==> src/rtl/core/spp_pkg.sv <==
// shared types, constants and helpers for the smooth arc path point block
package spp_pkg;

	localparam int DIV_STEPS = 16;
	localparam logic [16:0] Q16_ONE = 17'd65536;
	localparam logic [22:0] LIFT_RESET = 23'd209715;
	localparam int OUT_W = 24;

	localparam logic [1:0] REG_FIRST_LIFT  = 2'd0;
	localparam logic [1:0] REG_SECOND_LIFT = 2'd1;

	typedef enum logic [1:0] {
		PH_ZERO,
		PH_ONE,
		PH_DIV
	} phase_mode_t;

	typedef struct packed {
		logic signed [24:0] elapsed_time;
		logic [23:0]        segment_length;
		logic signed [23:0] start_x;
		logic signed [23:0] start_y;
		logic signed [23:0] start_z;
		logic signed [23:0] end_x;
		logic signed [23:0] end_y;
		logic signed [23:0] end_z;
		logic signed [23:0] start_wrist;
		logic signed [23:0] end_wrist;
	} item_t;

	typedef struct packed {
		logic signed [23:0] point_x;
		logic signed [23:0] point_y;
		logic signed [23:0] point_z;
		logic signed [23:0] wrist_angle;
		logic [16:0]        phase;
	} result_t;

	// bezier weights in q32, all below 2^33
	typedef struct packed {
		logic [32:0] w0;
		logic [32:0] c1;
		logic [32:0] c2;
		logic [32:0] w3;
	} weights_t;

	function automatic logic signed [23:0] sat24(input logic signed [39:0] v);
		logic signed [23:0] r;
		if (v > 40'sd8388607) begin
			r = 24'sd8388607;
		end else if (v < -40'sd8388608) begin
			r = -24'sd8388608;
		end else begin
			r = v[23:0];
		end
		return r;
	endfunction

endpackage

==> src/rtl/core/spp_div.sv <==
// pipelined restoring divider giving raw progress elapsed/length in q0.16
module spp_div (
	input  logic                clk,
	input  logic signed [24:0]  elapsed_time,
	input  logic [23:0]         segment_length,
	output logic [15:0]         ratio,
	output spp_pkg::phase_mode_t mode
);

	spp_pkg::phase_mode_t mode_in;
	logic [23:0] rem_q  [0:spp_pkg::DIV_STEPS];
	logic [23:0] len_q  [0:spp_pkg::DIV_STEPS];
	logic [15:0] quo_q  [0:spp_pkg::DIV_STEPS];
	spp_pkg::phase_mode_t mode_q [0:spp_pkg::DIV_STEPS];

	always_comb begin
		if (segment_length == 24'd0) begin
			mode_in = elapsed_time[24] ? spp_pkg::PH_ZERO : spp_pkg::PH_ONE;
		end else if (elapsed_time[24] || elapsed_time == 25'sd0) begin
			mode_in = spp_pkg::PH_ZERO;
		end else if (elapsed_time[23:0] >= segment_length) begin
			mode_in = spp_pkg::PH_ONE;
		end else begin
			mode_in = spp_pkg::PH_DIV;
		end
	end

	always_ff @(posedge clk) begin
		rem_q[0]  <= (mode_in == spp_pkg::PH_DIV) ? elapsed_time[23:0] : 24'd0;
		len_q[0]  <= segment_length;
		quo_q[0]  <= 16'd0;
		mode_q[0] <= mode_in;
	end

	for (genvar k = 0; k < spp_pkg::DIV_STEPS; k++) begin : g_step
		logic [24:0] dbl;
		logic [25:0] diff;
		always_comb begin
			dbl  = {rem_q[k], 1'b0};
			diff = {1'b0, dbl} - {2'b00, len_q[k]};
		end
		always_ff @(posedge clk) begin
			rem_q[k+1]  <= diff[25] ? dbl[23:0] : diff[23:0];
			quo_q[k+1]  <= {quo_q[k][14:0], ~diff[25]};
			len_q[k+1]  <= len_q[k];
			mode_q[k+1] <= mode_q[k];
		end
	end

	assign ratio = quo_q[spp_pkg::DIV_STEPS];
	assign mode  = mode_q[spp_pkg::DIV_STEPS];

endmodule

==> config.mk <==
export PLATFORM = sky130hd
export DESIGN_NAME = spp_div
export DESIGN_NICKNAME = d
export VERILOG_FILES = /design/src/rtl/core/spp_pkg.sv /design/src/rtl/core/spp_div.sv
export SDC_FILE = /design/constraint.sdc
export NUM_CORES = 2
export LEC_CHECK = 0
export BUFFER_PORTS_ARGS = -buffer_cell sky130_fd_sc_hd__buf_4
export CORE_MARGIN = 2
export CORE_UTILIZATION = 35
export CTS_CLUSTER_DIAMETER = 200
export DETAILED_ROUTE_END_ITERATION = 10
export PLACE_DENSITY = 0.56
export SYNTH_ARGS = -nofsm -noshare
export SYNTH_HDL_FRONTEND = slang
export SYNTH_SLANG_ARGS = --single-unit
==> constraint.sdc <==
create_clock -name clk -period 3.1 [get_ports clk]
set_clock_uncertainty 0.1 [all_clocks]
set_input_delay 0.155 -clock clk [delete_from_list [all_inputs] [get_ports clk]]
set_output_delay 0.155 -clock clk [all_outputs]
set_load 0.01 [all_outputs]
==> qor.txt <==
outcome = complete, but fails checks
failing checks = negative setup slack
vias in the first global route = 31544
Longest Clk Path Bufs = 3
clock transition at the registers of the reported paths = 0.06 ns
Tcrit/Tclk final = 104%
routability congestion estimate = 0.875
r2r startpoint = len_q[0][49]
Final min period = 3.23 ns
WHS = 0.0631 ns
largest net degree at the start of global routing = 38
final wirelength = 83.8 mm
Clk Latency, worst-skew pair = 0.66 ns
Seq pwr share = 30.7%
Psw = 19.7 mW
Critical Path RT = 3.54 ns
Slew headroom = 47.9%
Net count, final = 5216
Pint = 37.2 mW
Setup WS post-layout = -0.126 ns
CTS root buf = clkbuf_16
DRC Markers = 0
mux contribution to synthesized area = 4.34%
Power Total = 56.9 mW
post-layout util = 43.0%
FF/Latch Area = 18800 um2
R2R cell count = 12
dominant synthesized flop cell = dfxtp_1
overall routing resource usage = 13.6%
area grow syn2layout = 21.7%
peak supply drop = 0.000456 V
Synth top cells by count = dfxtp_1, inv_1, ha_1
RR Endpoint = rem_q[0][78]
XOR/XNOR Fraction of Synth Area = 5.42%
fraction of layout instances using a drive strength above 1 = 16.3%
Antenna diodes = 0
number of synthesized register bits = 938
core area = 118000 um2
IO Pins = 68
final hold vios = 0
Routed Antenna Nets = 0
Hold Path Sink = len_q[0][10]
main combinational cell family by area after synthesis = compound AO/OA/AOI/OAI gates
combinational cell fraction of total power = 47.5%
initial antenna violation count = 0
count leader, synth = dfxtp_1
Critical Path Sink Type = flip-flop
Avg Vias per Cell = 4.79
Chip Height = 350 um
row count = 126
die footprint = 122000 um2
Post-synth EDFFs = 0
port bufs = 67
FF-to-FF setup slack = -0.13 ns
CTS tree = built
max-slew violation count = 0
total congestion overflow = 0
first-pass GRT wire length = 140 mm
Synth area leaders = dfxtp_1, ha_1, inv_1
post-synth top area share = 44.9%
Crit Path Max Fanout = 24
Setup crit start kind = flip-flop
ys async rst share = 0%
Layout fillers = 11408
Clock Sinks = 938
area leader, netlist = dfxtp_1
initial core utilization = 35.4%
PwrDens = 1120 nW/um2
max-cap violation count = 0
Avg Inst Size Synth = 9.65 um2
power share of the clock group = 21.8%
Net Count, Synth = 4791
Hold Path Depth = 2
setup violators final = 42
Synth Warn # = 0
CP Class = flip-flop to flip-flop
dpl hpwl = 63.9 mm
WP data arrival = 3.67 ns
multi-input gate area in the final layout = 21500 um2
Cells after Synth = 4334
sw frac = 34.5%
library cells used by synthesis = 80
CTS Buf Count = 101
P_leak = 23.9 nW
Syn Std Cell Area = 41800 um2
Starting DRT DRC Count = 930
Max Freq = 310 MHz
RSZ-0062 raised after global routing = true
via count = 30550
first drt pass iteration count = 7
Min-Delay Path Class = primary input to flip-flop
H-tree levels = 3
Seq/Total Area, Yosys = 44.9%
die width = 350 um
worst slew pin tran = 0.774 ns
Synth Area in Compound Gates = 17.3%
Adder-Cell Fraction of Synth Area = 12.4%
HP Start = segment_length[10]
Post-Synth Simple-Gate Area = 10.6%
routed len/inst = 13.1 um
kinds of logic after synthesis:
kind of cell,Yosys count
flip-flops,938
XOR/XNOR,259
adder cells (fa/ha/maj),407
buffers and inverters,547
multiplexers,157
AND/OR/NAND/NOR,908
AO/OA/AOI/OAI,1118
cell type report:
| class | count | area share, % |
|---|---|---|
| flip-flops and latches | 938 | 36.9 |
| multi-input cells | 2849 | 42.3 |
| clock inverters | 39 | 0.986 |
| well taps | 1536 | 3.78 |
| repair buffers | 392 | 6.59 |
| clock buffers | 148 | 5.93 |
| inverters | 477 | 3.52 |
placed cells by master, fill, tap and decap left out, types with 26 or more instances in the layout:
cell type and count:
or3_1 30, a21o_1 183, dlygate4sd3_1 53, nor2_1 260
clkbuf_16 105, nor2b_1 53, buf_4 313, nand4_1 31
mux2_2 106, a21oi_1 315, ha_1 384, xor2_1 101
o21bai_1 26, and3_1 27, nor3_1 56, o21a_1 74
nand2b_1 51, o21ai_0 209, dfxtp_1 927, mux2_4 39
a211oi_1 29, nand3_1 57, and2_1 47, nand2_1 211
inv_1 473, xnor2_1 158, o31ai_1 34
per-stage QoR:
step	setup WS, ns	std cells	setup TNS, ns	instance area [um2]
floorplan	0.00188	4334	0	41900
global placement	-0.231	6118	-12.73	46100
detailed placement	-0.240	6118	-16.51	46100
CTS	-0.147	6374	-4.40	50500
global route	-0.183	6379	-7.26	50900
finish	-0.126	6379	-2.94	50900
power by group through the flow:
stage | sequential, mW | combinational (mW) | clock [mW]
floorplan | 17.2 | 19.2 | 0
global placement | 17.7 | 25.4 | 0
detailed placement | 17.7 | 25.7 | 0
CTS | 17.5 | 26.8 | 12.8
global route | 17.9 | 30.2 | 13.3
finish | 17.5 | 27.0 | 12.4
registers in the layout, summed over array words and instances, names as in the netlist:
register  cells
len_q       384
rem_q       384
quo_q       136
mode_q       34
critical path, stage by stage, from the launching register on:
cell	delay, ns
dfxtp_2	0.33
inv_2	0.04
ha_4	0.20
nor2b_4	0.13
o31ai_4	0.25
a21oi_4	0.12
a2111oi_4	0.50
nor3_2	0.10
o21a_2	0.24
a211o_1	0.31
a211o_1	0.30
buf_12	0.18
mux2_4	0.30
layer usage:
layer | up-vias | GRT usage [%] | wire [um]
met1 | 13949 | 12.9 | 32100
met3 | 271 | 1.99 | 2300
met2 | 459 | 27.3 | 44800
met5 | - | 0 | 0
met4 | 0 | 7.58 | 4620
li1 | 15871 | - | -
how the worst max path moves through the flow:
| stage | cells after the start | end | slack, ns | start |
|---|---|---|---|---|
| finish | 12 | rem_q[0][78] | -0.13 | len_q[0][49] |
| global route | 12 | rem_q[0][79] | -0.18 | len_q[0][49] |
| CTS | 12 | rem_q[0][79] | -0.15 | len_q[0][49] |
| detailed placement | 12 | rem_q[0][226] | -0.24 | len_q[0][193] |
| global placement | 11 | rem_q[0][287] | -0.23 | len_q[0][246] |
| floorplan | 13 | rem_q[0][78] | 0.002 | len_q[0][49] |
what timing repair did:
action	CTS	global route
gates cloned	3	1
gates resized for setup	58	77
pin swaps	7	28
buffers inserted	13	9
hold endpoints to repair	50	0
setup endpoints to repair	98	317
hold buffers	53	0
Note: power is estimated with default switching activity, not from simulation.
